### config.mk
export PLATFORM = sky130hd
export DESIGN_NAME = life_generation_row_stream_core
export DESIGN_NICKNAME = d
export VERILOG_FILES = /design/src/rtl/lgrs_pkg.sv /design/src/rtl/lgrs_lane.sv /design/src/rtl/lgrs_row_eval.sv /design/src/rtl/life_generation_row_stream_core.sv
export SDC_FILE = /design/constraint.sdc
export NUM_CORES = 2
export LEC_CHECK = 0
export BUFFER_PORTS_ARGS = -buffer_cell sky130_fd_sc_hd__buf_2
export CORE_MARGIN = 2
export CORE_UTILIZATION = 58
export DETAILED_ROUTE_END_ITERATION = 16
export GPL_TIMING_DRIVEN = 0
export PLACE_DENSITY = 0.9
export RECOVER_POWER = 50
export SLEW_MARGIN = 10
export SYNTH_ARGS = -nofsm -noshare
export SYNTH_HDL_FRONTEND = slang
export SYNTH_HIERARCHICAL = 1
export SYNTH_SLANG_ARGS = --single-unit
### constraint.sdc
create_clock -name clk_i -period 11.5 [get_ports clk_i]
set_input_delay 0 -clock clk_i [delete_from_list [all_inputs] [get_ports clk_i]]
set_output_delay 0 -clock clk_i [all_outputs]
set_load 0.1 [all_outputs]
### src/rtl/lgrs_pkg.sv
// Shared types and constants for the Life generation row stream core.
// No dependencies; used by every module of the block.
`timescale 1ns / 1ps
`default_nettype none

package lgrs_pkg;

  localparam int unsigned RowW        = 64;
  localparam int unsigned ColW        = $clog2(RowW);
  localparam int unsigned IdxW        = 16;
  localparam int unsigned CfgW        = 7;
  localparam int unsigned DefMaxWidth = 64;
  localparam int unsigned DefMaxRows  = 65536;

  localparam logic [CfgW-1:0] RowWidthReset = CfgW'(64);

  // Number of results a transaction produces
  localparam logic [1:0] NumNone  = 2'd0;
  localparam logic [1:0] NumOne   = 2'd1;
  localparam logic [1:0] NumTwo   = 2'd2;
  localparam logic [1:0] NumThree = 2'd3;

  typedef struct packed {
    logic [RowW-1:0] row_cells;
    logic            is_last_row;
  } in_item_t;

  typedef struct packed {
    logic [IdxW-1:0] row_index;
    logic [RowW-1:0] next_row_cells;
    logic            last_of_generation;
  } out_item_t;

  // A 3x3 neighbourhood, one field per column: bit 2 above, bit 1 centre, bit 0 below
  typedef struct packed {
    logic [2:0] west;
    logic [2:0] mid;
    logic [2:0] east;
  } nbhd_t;

endpackage

`default_nettype wire

### src/rtl/lgrs_lane.sv
// One cell of the B3/S23 rule: counts eight neighbours and decides the next state.
// Depends on lgrs_pkg for the neighbourhood type.
`timescale 1ns / 1ps
`default_nettype none

module lgrs_lane (
  input  lgrs_pkg::nbhd_t nbhd_i,
  output logic            next_o
);
  import lgrs_pkg::*;

  logic [3:0] count;
  logic       alive;

  assign alive = nbhd_i.mid[1];

  assign count = 4'(nbhd_i.west[2]) + 4'(nbhd_i.west[1]) + 4'(nbhd_i.west[0])
               + 4'(nbhd_i.mid[2])                       + 4'(nbhd_i.mid[0])
               + 4'(nbhd_i.east[2]) + 4'(nbhd_i.east[1]) + 4'(nbhd_i.east[0]);

  assign next_o = (count == 4'd3) || (alive && (count == 4'd2));

endmodule

`default_nettype wire

### src/rtl/lgrs_row_eval.sv
// Row evaluator: one lane per column with horizontal wrap, merged into a masked row.
// Depends on lgrs_pkg and lgrs_lane.
`timescale 1ns / 1ps
`default_nettype none

module lgrs_row_eval #(
  parameter int unsigned MaxWidth = lgrs_pkg::DefMaxWidth
) (
  input  logic [lgrs_pkg::RowW-1:0] above_i,
  input  logic [lgrs_pkg::RowW-1:0] centre_i,
  input  logic [lgrs_pkg::RowW-1:0] below_i,
  input  logic [lgrs_pkg::CfgW-1:0] width_i,   // effective width, 1..MaxWidth
  output logic [lgrs_pkg::RowW-1:0] next_o
);
  import lgrs_pkg::*;

  logic [RowW-1:0] mask;
  logic [RowW-1:0] a_m;
  logic [RowW-1:0] c_m;
  logic [RowW-1:0] b_m;
  logic [ColW-1:0] top_idx;
  logic [2:0]      col_top;
  logic [2:0]      col_zero;

  assign top_idx  = ColW'(width_i - CfgW'(1));
  assign a_m      = above_i & mask;
  assign c_m      = centre_i & mask;
  assign b_m      = below_i & mask;
  assign col_top  = {a_m[top_idx], c_m[top_idx], b_m[top_idx]};
  assign col_zero = {a_m[0], c_m[0], b_m[0]};

  for (genvar x = 0; x < RowW; x++) begin : g_col
    assign mask[x] = (CfgW'(x) < width_i);

    if (x < MaxWidth) begin : g_lane
      nbhd_t nb;
      logic  lane_next;

      if (x == 0) begin : g_west_wrap
        assign nb.west = col_top;
      end else begin : g_west
        assign nb.west = {a_m[x-1], c_m[x-1], b_m[x-1]};
      end

      assign nb.mid = {a_m[x], c_m[x], b_m[x]};

      if (x == MaxWidth - 1) begin : g_east_wrap
        assign nb.east = col_zero;
      end else begin : g_east
        assign nb.east = (width_i == CfgW'(x + 1)) ? col_zero
                                                    : {a_m[x+1], c_m[x+1], b_m[x+1]};
      end

      lgrs_lane u_lane (
        .nbhd_i (nb),
        .next_o (lane_next)
      );

      // merge: columns beyond the width come out clear
      assign next_o[x] = lane_next & mask[x];
    end else begin : g_unused
      assign next_o[x] = 1'b0;
    end
  end

endmodule

`default_nettype wire

### src/rtl/life_generation_row_stream_core.sv
// An accepted transaction is held in the job register; each of its results is then registered in the output register.
// Throughput: one row per cycle while the output does not stall; the last row of a field stalls the input
// until its up to three results have shared the single row evaluator (MAX_WIDTH lanes) one per cycle.
// Reset: control state and the row counter clear, row_width returns to 64; stored
// rows are not cleared, as each is written before it is read.
// Top level of the Life generation row stream; depends on lgrs_pkg and lgrs_row_eval.
`timescale 1ns / 1ps
`default_nettype none

module life_generation_row_stream_core #(
  parameter int unsigned MAX_WIDTH = lgrs_pkg::DefMaxWidth,
  parameter int unsigned MAX_ROWS  = lgrs_pkg::DefMaxRows
) (
  input  logic                      clk_i,
  input  logic                      rst_ni,
  input  logic                      in_valid_i,
  output logic                      in_stall_o,
  input  lgrs_pkg::in_item_t        in_data_i,
  output logic                      out_valid_o,
  input  logic                      out_stall_i,
  output lgrs_pkg::out_item_t       out_data_o,
  input  logic                      cfg_we_i,
  input  logic [lgrs_pkg::CfgW-1:0] cfg_wdata_i
);
  import lgrs_pkg::*;

  localparam logic [IdxW-1:0] RowLimit = IdxW'(MAX_ROWS - 1);

  logic [CfgW-1:0] row_width_q;
  logic [CfgW-1:0] eff_width;
  logic [RowW-1:0] width_mask;

  logic            job_valid_q;
  logic [RowW-1:0] job_row_q;
  logic            job_last_q;
  logic [1:0]      phase_q;

  logic [RowW-1:0] first_row_q;
  logic [RowW-1:0] second_row_q;
  logic [RowW-1:0] older_row_q;
  logic [RowW-1:0] newer_row_q;
  logic [IdxW-1:0] rows_seen_q;

  logic            out_valid_q;
  out_item_t       out_data_q;

  logic [1:0]      num_results;
  logic [RowW-1:0] sel_above;
  logic [RowW-1:0] sel_centre;
  logic [RowW-1:0] sel_below;
  logic [IdxW-1:0] sel_index;
  logic            sel_final;
  logic [RowW-1:0] eval_row;
  logic            issue;
  logic            job_done;
  logic            accept;
  logic            final_phase;

  // ---------------- configuration ----------------
  always_ff @(posedge clk_i or negedge rst_ni) begin
    if (!rst_ni) begin
      row_width_q <= RowWidthReset;
    end else if (cfg_we_i) begin
      row_width_q <= cfg_wdata_i;
    end
  end

  always_comb begin
    eff_width = row_width_q;
    if (row_width_q == '0) begin
      eff_width = CfgW'(1);
    end else if (row_width_q > CfgW'(MAX_WIDTH)) begin
      eff_width = CfgW'(MAX_WIDTH);
    end
  end

  always_comb begin
    for (int i = 0; i < RowW; i++) begin
      width_mask[i] = (CfgW'(i) < eff_width);
    end
  end

  // ---------------- result sequencing ----------------
  always_comb begin
    if (rows_seen_q == '0) begin
      num_results = job_last_q ? NumOne : NumNone;
    end else if (rows_seen_q == IdxW'(1)) begin
      num_results = job_last_q ? NumTwo : NumNone;
    end else begin
      num_results = job_last_q ? NumThree : NumOne;
    end
  end

  always_comb begin
    sel_above  = job_row_q;
    sel_centre = job_row_q;
    sel_below  = job_row_q;
    sel_index  = '0;
    if (rows_seen_q == IdxW'(1)) begin
      if (phase_q == 2'd0) begin
        sel_above = first_row_q;
        sel_below = first_row_q;
        sel_index = IdxW'(1);
      end else begin
        sel_centre = first_row_q;
      end
    end else if (rows_seen_q != '0) begin
      case (phase_q)
        2'd0: begin
          sel_above  = older_row_q;
          sel_centre = newer_row_q;
          sel_index  = rows_seen_q - IdxW'(1);
        end
        2'd1: begin
          sel_above = newer_row_q;
          sel_below = first_row_q;
          sel_index = rows_seen_q;
        end
        default: begin
          sel_centre = first_row_q;
          sel_below  = second_row_q;
        end
      endcase
    end
  end

  assign final_phase = (phase_q == num_results - 2'd1);
  assign sel_final   = job_last_q && final_phase;

  lgrs_row_eval #(
    .MaxWidth (MAX_WIDTH)
  ) u_row_eval (
    .above_i  (sel_above),
    .centre_i (sel_centre),
    .below_i  (sel_below),
    .width_i  (eff_width),
    .next_o   (eval_row)
  );

  assign issue    = job_valid_q && (num_results != NumNone) && (!out_valid_q || !out_stall_i);
  assign job_done = job_valid_q && ((num_results == NumNone) || (issue && final_phase));
  assign in_stall_o = job_valid_q && !job_done;
  assign accept     = in_valid_i && !in_stall_o;

  always_ff @(posedge clk_i or negedge rst_ni) begin
    if (!rst_ni) begin
      job_valid_q <= 1'b0;
      phase_q     <= 2'd0;
    end else if (accept) begin
      job_valid_q <= 1'b1;
      phase_q     <= 2'd0;
    end else if (job_done) begin
      job_valid_q <= 1'b0;
      phase_q     <= 2'd0;
    end else if (issue) begin
      phase_q <= phase_q + 2'd1;
    end
  end

  always_ff @(posedge clk_i) begin
    if (accept) begin
      job_row_q  <= in_data_i.row_cells & width_mask;
      job_last_q <= in_data_i.is_last_row;
    end
  end

  // ---------------- row history ----------------
  always_ff @(posedge clk_i or negedge rst_ni) begin
    if (!rst_ni) begin
      rows_seen_q <= '0;
    end else if (job_done) begin
      if (job_last_q) begin
        rows_seen_q <= '0;
      end else if (rows_seen_q < RowLimit) begin
        rows_seen_q <= rows_seen_q + IdxW'(1);
      end
    end
  end

  always_ff @(posedge clk_i) begin
    if (job_done) begin
      newer_row_q <= job_row_q;
      if (rows_seen_q == '0) begin
        first_row_q <= job_row_q;
      end else begin
        older_row_q <= newer_row_q;
        if (rows_seen_q == IdxW'(1)) begin
          second_row_q <= job_row_q;
        end
      end
    end
  end

  // ---------------- output register ----------------
  always_ff @(posedge clk_i or negedge rst_ni) begin
    if (!rst_ni) begin
      out_valid_q <= 1'b0;
    end else if (issue) begin
      out_valid_q <= 1'b1;
    end else if (!out_stall_i) begin
      out_valid_q <= 1'b0;
    end
  end

  always_ff @(posedge clk_i) begin
    if (issue) begin
      out_data_q.row_index          <= sel_index;
      out_data_q.next_row_cells     <= eval_row;
      out_data_q.last_of_generation <= sel_final;
    end
  end

  assign out_valid_o = out_valid_q;
  assign out_data_o  = out_data_q;

`ifndef SYNTHESIS
  a_idle_no_stall: assert property (@(posedge clk_i) disable iff (!rst_ni)
    !job_valid_q |-> !in_stall_o)
    else $error("input stalled with no transaction in hand");

  a_last_clears_count: assert property (@(posedge clk_i) disable iff (!rst_ni)
    (job_done && job_last_q) |=> (rows_seen_q == '0))
    else $error("row counter not cleared at end of generation");

  a_closing_row_zero: assert property (@(posedge clk_i) disable iff (!rst_ni)
    (out_valid_o && out_data_o.last_of_generation) |-> (out_data_o.row_index == '0))
    else $error("generation closed on a row other than row 0");

  a_width_clear: assert property (@(posedge clk_i) disable iff (!rst_ni)
    out_valid_o |-> ((out_data_o.next_row_cells & ~width_mask) == '0))
    else $error("live cells beyond the row width");

  a_phase_bound: assert property (@(posedge clk_i) disable iff (!rst_ni)
    issue |-> (phase_q < num_results))
    else $error("result phase beyond the transaction's result count");
`endif

endmodule

`default_nettype wire
# ---- Word-level counts from Yosys, hierarchy flattened
# Index checks and enable logic that the tools add are counted.
dict set report word_totals {
  reg_bits 429
  latch_bits 0
  ram_bits 0
  romBits 0
  inputBits 77
  output_inout_bits 83
  wordCells 1052
  memories 0
}
dict set report op_classes {
  n_addsub 453
  mul 0
  n_div 0
  n_lt_le_gt_ge 67
  n_eq_ne 195
  n_shift 0
  muxes 100
  n_bitwise 69
  reduce_logical 154
}
# operator count
set op_table {}
lappend op_table {{4-bit by 1-bit adder with 4-bit output} 384}
lappend op_table {{4-bit by 2-bit equality test with 1-bit output, second input constant} 128}
lappend op_table {{64-bit two-way mux} 8}
lappend op_table {{64-bit one-hot mux with 2 select lines} 3}
lappend op_table {{64-bit AND} 4}
lappend op_table {{7-bit by 6-bit equality test with 1-bit output, second input constant} 32}
lappend op_table {{6-bit by 7-bit < comparator with 1-bit output, first input constant} 32}
lappend op_table {{3-bit two-way mux} 63}
lappend op_table {{1-bit by 1-bit adder with 2-bit output} 64}
lappend op_table {{7-bit by 5-bit equality test with 1-bit output, second input constant} 16}
lappend op_table {{5-bit by 7-bit < comparator with 1-bit output, first input constant} 16}
lappend op_table {{1-bit logical AND} 71}
lappend op_table {{1-bit logical OR} 66}
lappend op_table {{1-bit AND} 64}
lappend op_table {{16-bit two-way mux} 4}
lappend op_table {{7-bit by 4-bit equality test with 1-bit output, second input constant} 8}
lappend op_table {{4-bit by 7-bit < comparator with 1-bit output, first input constant} 8}
lappend op_table {{16-bit one-hot mux with 2 select lines} 1}
lappend op_table {{7-bit by 3-bit equality test with 1-bit output, second input constant} 4}
lappend op_table {{3-bit by 7-bit < comparator with 1-bit output, first input constant} 4}
lappend op_table {{1-bit binary-select mux with 6-bit select} 3}
lappend op_table {{16-bit by 1-bit adder with 16-bit output, second input constant} 1}
lappend op_table {{16-bit by 1-bit equality test with 1-bit output, second input constant} 1}
lappend op_table {{16-bit logical NOT} 1}
lappend op_table {{other kinds (26)} 52}

# ---- Logic depth before layout (Yosys ltp)
dict set report logic_depth {
  depth_word 18
  mapped_depth 26
  mapped_depth_nobuf 23
}

# ---- Hierarchy
# The synthesis kept the hierarchy.
# mod instances cells_per_inst area_each_um2 seq_area_each_um2
set modules_own_cells {}
lappend modules_own_cells {life_generation_row_stream_core 1 1764 20916.3 12748.5}
lappend modules_own_cells {{lgrs_lane (u_row_eval.g_col[0].g_lane.u_lane ...)} 52 23 185.2 0.0}
lappend modules_own_cells {lgrs_row_eval 1 1117 6498.7 0.0}
lappend modules_own_cells {{lgrs_lane (u_row_eval.g_col[52].g_lane.u_lane ...)} 12 23 200.2 0.0}

# ---- Worst setup path after synthesis
# Ideal clock, no wire load.
dict set report synth_timing {
  path_type {reg-to-reg}
  from {register rows_seen_q[5]}
  to {register second_row_q[0] (enable)}
  setup_ns 0.565
  t_arrival_ns 11.556
  required_time_ns 10.935
  slack_ns -0.621
  stages_incl_launch_ff 16
  n_path_buf 5
  period_less_slack_ns 12.121
  cell_sequence {dfrtp_1 > clkbuf_1 > or4_4 > nor4_4 > nand2_1 > clkbuf_1 > clkbuf_1 > nand2_1 > ha_1 > nand2b_1 > a21oi_1 > nand3_1 > o211a_2 > buf_4 > buf_2 > nor3_1}
}
dict set report synth_via {
  elab_chain_cells 10
  word_cells_on_any_way 15
  cone_classes {add/sub: 1; eq/ne: 2; mux: 2; bitwise: 1; reduce/logical: 9}
}
# element line
set synth_lines {}
lappend synth_lines {{start, declared} life_generation_row_stream_core.sv:42} ;# logic [IdxW-1:0] rows_seen_q;
lappend synth_lines {{start signal, assigned} life_generation_row_stream_core.sv:175} ;# rows_seen_q <= rows_seen_q + IdxW'(1);
lappend synth_lines {{16-bit by 1-bit equality test with 1-bit output} life_generation_row_stream_core.sv:87} ;# end else if (rows_seen_q == IdxW'(1)) begin
lappend synth_lines {{2-bit two-way mux} life_generation_row_stream_core.sv:87}
lappend synth_lines {{2-bit two-way mux (*)} life_generation_row_stream_core.sv:85} ;# if (rows_seen_q == '0) begin
lappend synth_lines {{2-bit nonzero test (*)} life_generation_row_stream_core.sv:140} ;# assign issue = job_valid_q && (num_results != NumNone) && (!out_valid_q || !out_stall_i);
lappend synth_lines {{1-bit logical AND (*) (2 in a row)} life_generation_row_stream_core.sv:140}
lappend synth_lines {{via issue} life_generation_row_stream_core.sv:54} ;# logic issue;
lappend synth_lines {{1-bit logical AND (*)} life_generation_row_stream_core.sv:141} ;# assign job_done = job_valid_q && ((num_results == NumNone) || (issue && final_phase));
lappend synth_lines {{1-bit logical OR (*)} life_generation_row_stream_core.sv:141}
lappend synth_lines {{1-bit logical AND (*)} life_generation_row_stream_core.sv:141}
lappend synth_lines {{3-bit AND reduction (no line) (*)} n/a}
lappend synth_lines {{end signal, assigned} life_generation_row_stream_core.sv:188} ;# second_row_q <= job_row_q;
lappend synth_lines {{end, declared} life_generation_row_stream_core.sv:39} ;# logic [RowW-1:0] second_row_q;
# The timed path passes the listed nets; every way through them passes the cells marked *.
# A chain may end at the register's enable or synchronous reset.

==> metrics.md <==
| Metric | Value |
|---|---|
| Die Area | 70100 sq um |
| Flops & latches, synth | 429 |
| Clk sinks | 429 |
| Maxcap violations | 5 |
| Worst-path fanout max | 12 |
| WL per Instance | 29.3 um |
| Cells after Synth | 4353 |
| Starting DRT DRC Count | 6058 |
| RSZ-0062 raised after global routing | false |
| Vias in the first global route | 36352 |
| Crit start category | flop |
| Post-CTS Setup Bufs | 0 |
| Grt ovf | 0 |
| Vias | 37215 |
| IO Port Bufs | 157 |
| Crit end category | flop |
| FMAX | 102 MHz |
| Worst-path clk slew | 80 ps |
| Ys async rst share | 6.29% |
| Min-delay worst type | input port to flop |
| Failing checks | capacitance limit, slew limit |
| Post-synthesis sequential area ratio | 32.3% |
| Synth Warn # | 6 |
| Core area | 67300 sq um |
| Tot GR Track Use | 45.9% |
| Initial antenna violation count | 12 |
| Fillers | 5314 |
| Final wirelength | 163 mm |
| Layout cells sized above 1 | 7.62% |
| Req. time, crit path | 11950 ps |
| Bufs on Longest Clock Path | 3 |
| # DRC | 0 |
| IO Pins | 160 |
| # H-tree levels | 2 |
| # rows | 95 |
| Final hold violation count | 0 |
| Die Wd | 265 um |
| # setup viols final | 0 |
| Area Overhead vs Synth | 11.4% |
| First-pass GRT wire length | 236 mm |
| Pin count of the biggest net entering global routing | 59 |
| DP Cell Count | 5399 |
| Post-CTS sizing | 0 |
| Final nets | 5195 |
| Clk_skew | 46.2 ps |
| Routed vias/inst | 6.67 |
| Critical path type | flop to flop |
| Hold Buf Count CTS | 85 |
| Fin Setup TNS | 0 ps |
| Fin cells | 5578 |
| Status | finished, violations left |
| Post-Syn Area | 39400 sq um |
| Mean area per synthesized cell | 9.06 sq um |
| Initial Utilization | 58.6% |
| Post-synthesis cell type count | 99 |
| Min Tclk post-route | 9840 ps |
| Post-synthesis net count | 4888 |
| Slew headroom | -62.6% |
| CTS Root Cell | clkbuf_16 |
| Die Y | 265 um |
| Post-route ant nets | 0 |
| Tcrit/Tclk final | 85.6% |
| Main flop type after synthesis | edfxtp_1 |
| EDFF count, synth | 402 |
| HPWL after detailed placement | 124 mm |
| Initial DRT Pass Iterations | 9 |
| Clock tree from TritonCTS | done |
| Gpl congestion | 1.10 |
| Worst-Margin Slew | 2440 ps |
| Max-slew violations | 88 |
| Arr. time, crit path | 10290 ps |
| TritonCTS Buffers | 47 |
| Clk Latency, worst-skew pair | 640 ps |
[sequential cells by signal, summed over array words and instances, names as in the netlist]
signal        flops
first_row_q      64
job_last_q        1
job_row_q        64
job_valid_q       1
newer_row_q      64
older_row_q      64
out_data_o       81
out_valid_o       1
phase_q           2
row_width_q       7
rows_seen_q      16
second_row_q     64
[final cells by class]
| cell class | instances | area (sq um) | share of cell area, % |
|---|---|---|---|
| Clock inverter | 28 | 309 | 0.703 |
| Timing Repair Buffer | 258 | 1810 | 4.13 |
| Buffer | 243 | 1050 | 2.39 |
| Multi-Input combinational cell | 2885 | 22700 | 51.6 |
| Clock buffer | 59 | 1260 | 2.87 |
| Inverter | 796 | 2990 | 6.80 |
| Tap cell | 873 | 1090 | 2.49 |
| Antenna cell | 7 | 17.5 | 0.0399 |
| Sequential cell | 429 | 12700 | 29.0 |
[Yosys cell counts (all sizes together), types with 9 or more instances]
master | instances | share of area [%]
o31ai | 12 | 0.24
inv | 795 | 7.6
buf | 80 | 1.1
nand3b | 18 | 0.34
and3 | 27 | 0.43
fa | 256 | 13
a221oi | 34 | 0.77
a31oi | 18 | 0.29
nor4 | 9 | 0.20
a22o | 104 | 2.3
a221o | 91 | 2.3
o21a | 10 | 0.19
mux2i | 37 | 0.94
nand2b | 17 | 0.27
o21ai | 323 | 4.1
o22ai | 12 | 0.19
nand3 | 107 | 1.4
or2 | 73 | 1.2
dfrtp | 26 | 1.6
clkbuf | 163 | 1.6
a22oi | 147 | 2.8
nor2 | 140 | 1.4
edfxtp | 402 | 31
a21o | 14 | 0.27
a211oi | 18 | 0.49
xnor2 | 12 | 0.30
nand2 | 359 | 3.4
nor3 | 26 | 0.37
o211a | 15 | 0.38
a21oi | 345 | 4.4
a21boi | 34 | 0.68
nor2b | 59 | 0.94
and2 | 166 | 2.6
o221ai | 11 | 0.24
ha | 202 | 6.4
mux2 | 65 | 1.9
o21bai | 31 | 0.59
[metal layers]
layer / global-route usage, % / up-vias / part of all wire, %
li1: - / 15675 / -
met1: 60.8 / 17777 / 37
met2: 69.2 / 3095 / 43
met3: 11.6 / 660 / 14
met4: 25.6 / 8 / 6.9
met5: 0 / - / 0.033
[metrics by stage]
step                cell area, sq um  setup WS (ps)  util [%]  hold slack [ps]
floorplan                      39500           1120         -             -296
global placement               41300          -4040      61.4             66.6
detailed placement             41700           3060      62.0             74.1
CTS                            44100           3020      65.6             86.0
global route                   43900           1650      65.3              128
finish                         44000           1660      65.3              114
[path summary, 6_finish.rpt]
path / startpoint / cells past startpoint / slack (ps) / to
max: rows_seen_q[5]$_DFFE_PN0P_ / 22 / 1660 / out_data_o[10]$_DFFE_PP_
min: in_data_i[1] / 2 / 110 / job_row_q[0]$_DFFE_PP_
max reg2reg: rows_seen_q[5]$_DFFE_PN0P_ / 22 / 1660 / out_data_o[10]$_DFFE_PP_
min reg2reg: newer_row_q[34]$_DFFE_PP_ / 0 / 490 / older_row_q[34]$_DFFE_PP_
max in group asynchronous: rst_ni / 4 / 9230 / row_width_q[1]$_DFFE_PN0P_
min in group asynchronous: rst_ni / 3 / 600 / row_width_q[6]$_DFFE_PN1P_
[cell usage in the layout, fill, tap and decap left out, drive strengths merged, types with 37 or more instances in the layout]
cell type / Yosys / routed
clkbuf: 163 / 312
buf: 80 / 164
fa: 256 / 256
nand2: 359 / 359
a21oi: 345 / 345
edfxtp: 402 / 402
a221o: 91 / 91
and2: 166 / 166
or2: 73 / 73
inv: 795 / 798
nand3: 107 / 107
dlygate4sd3: 0 / 84
nor2: 140 / 140
a22o: 104 / 104
mux2: 65 / 65
mux2i: 37 / 37
o21ai: 323 / 323
a22oi: 147 / 147
nor2b: 59 / 59
ha: 202 / 202
[critical path, stage by stage (launching register included)]
cell	delay, ps
dfrtp_1	370
clkbuf_1	210
or4_1	680
nor4_1	1340
nand2_1	270
clkbuf_1	420
nor2_2	650
a221o_1	840
nand2_1	130
buf_2	280
inv_1	140
clkbuf_1	1010
mux2_2	350
inv_1	60
fa_1	540
fa_1	430
fa_1	500
inv_1	50
ha_1	210
fa_1	420
o211a_1	250
a211oi_2	240
and2_1	230
[cells by family (layout without fill, tap and decap cells)]
group / count (synthesis) / in the layout / share of synthesized area [%]
buffers and inverters: 1039 / 1384 / 10.2
xor gates and xnor gates: 19 / 19 / 0.479
and+or+nand+nor: 1028 / 1028 / 13.1
adders and majority gates: 458 / 458 / 19.4
other: 0 / 7 / 0
muxes: 102 / 102 / 2.79
AOI/OAI and AO/OA: 1278 / 1278 / 21.7
DFF: 429 / 429 / 32.3
Power is left out: the tool's default activity adds up to more than one toggle a clock period on the data nets, which glitch-free logic cannot reach.
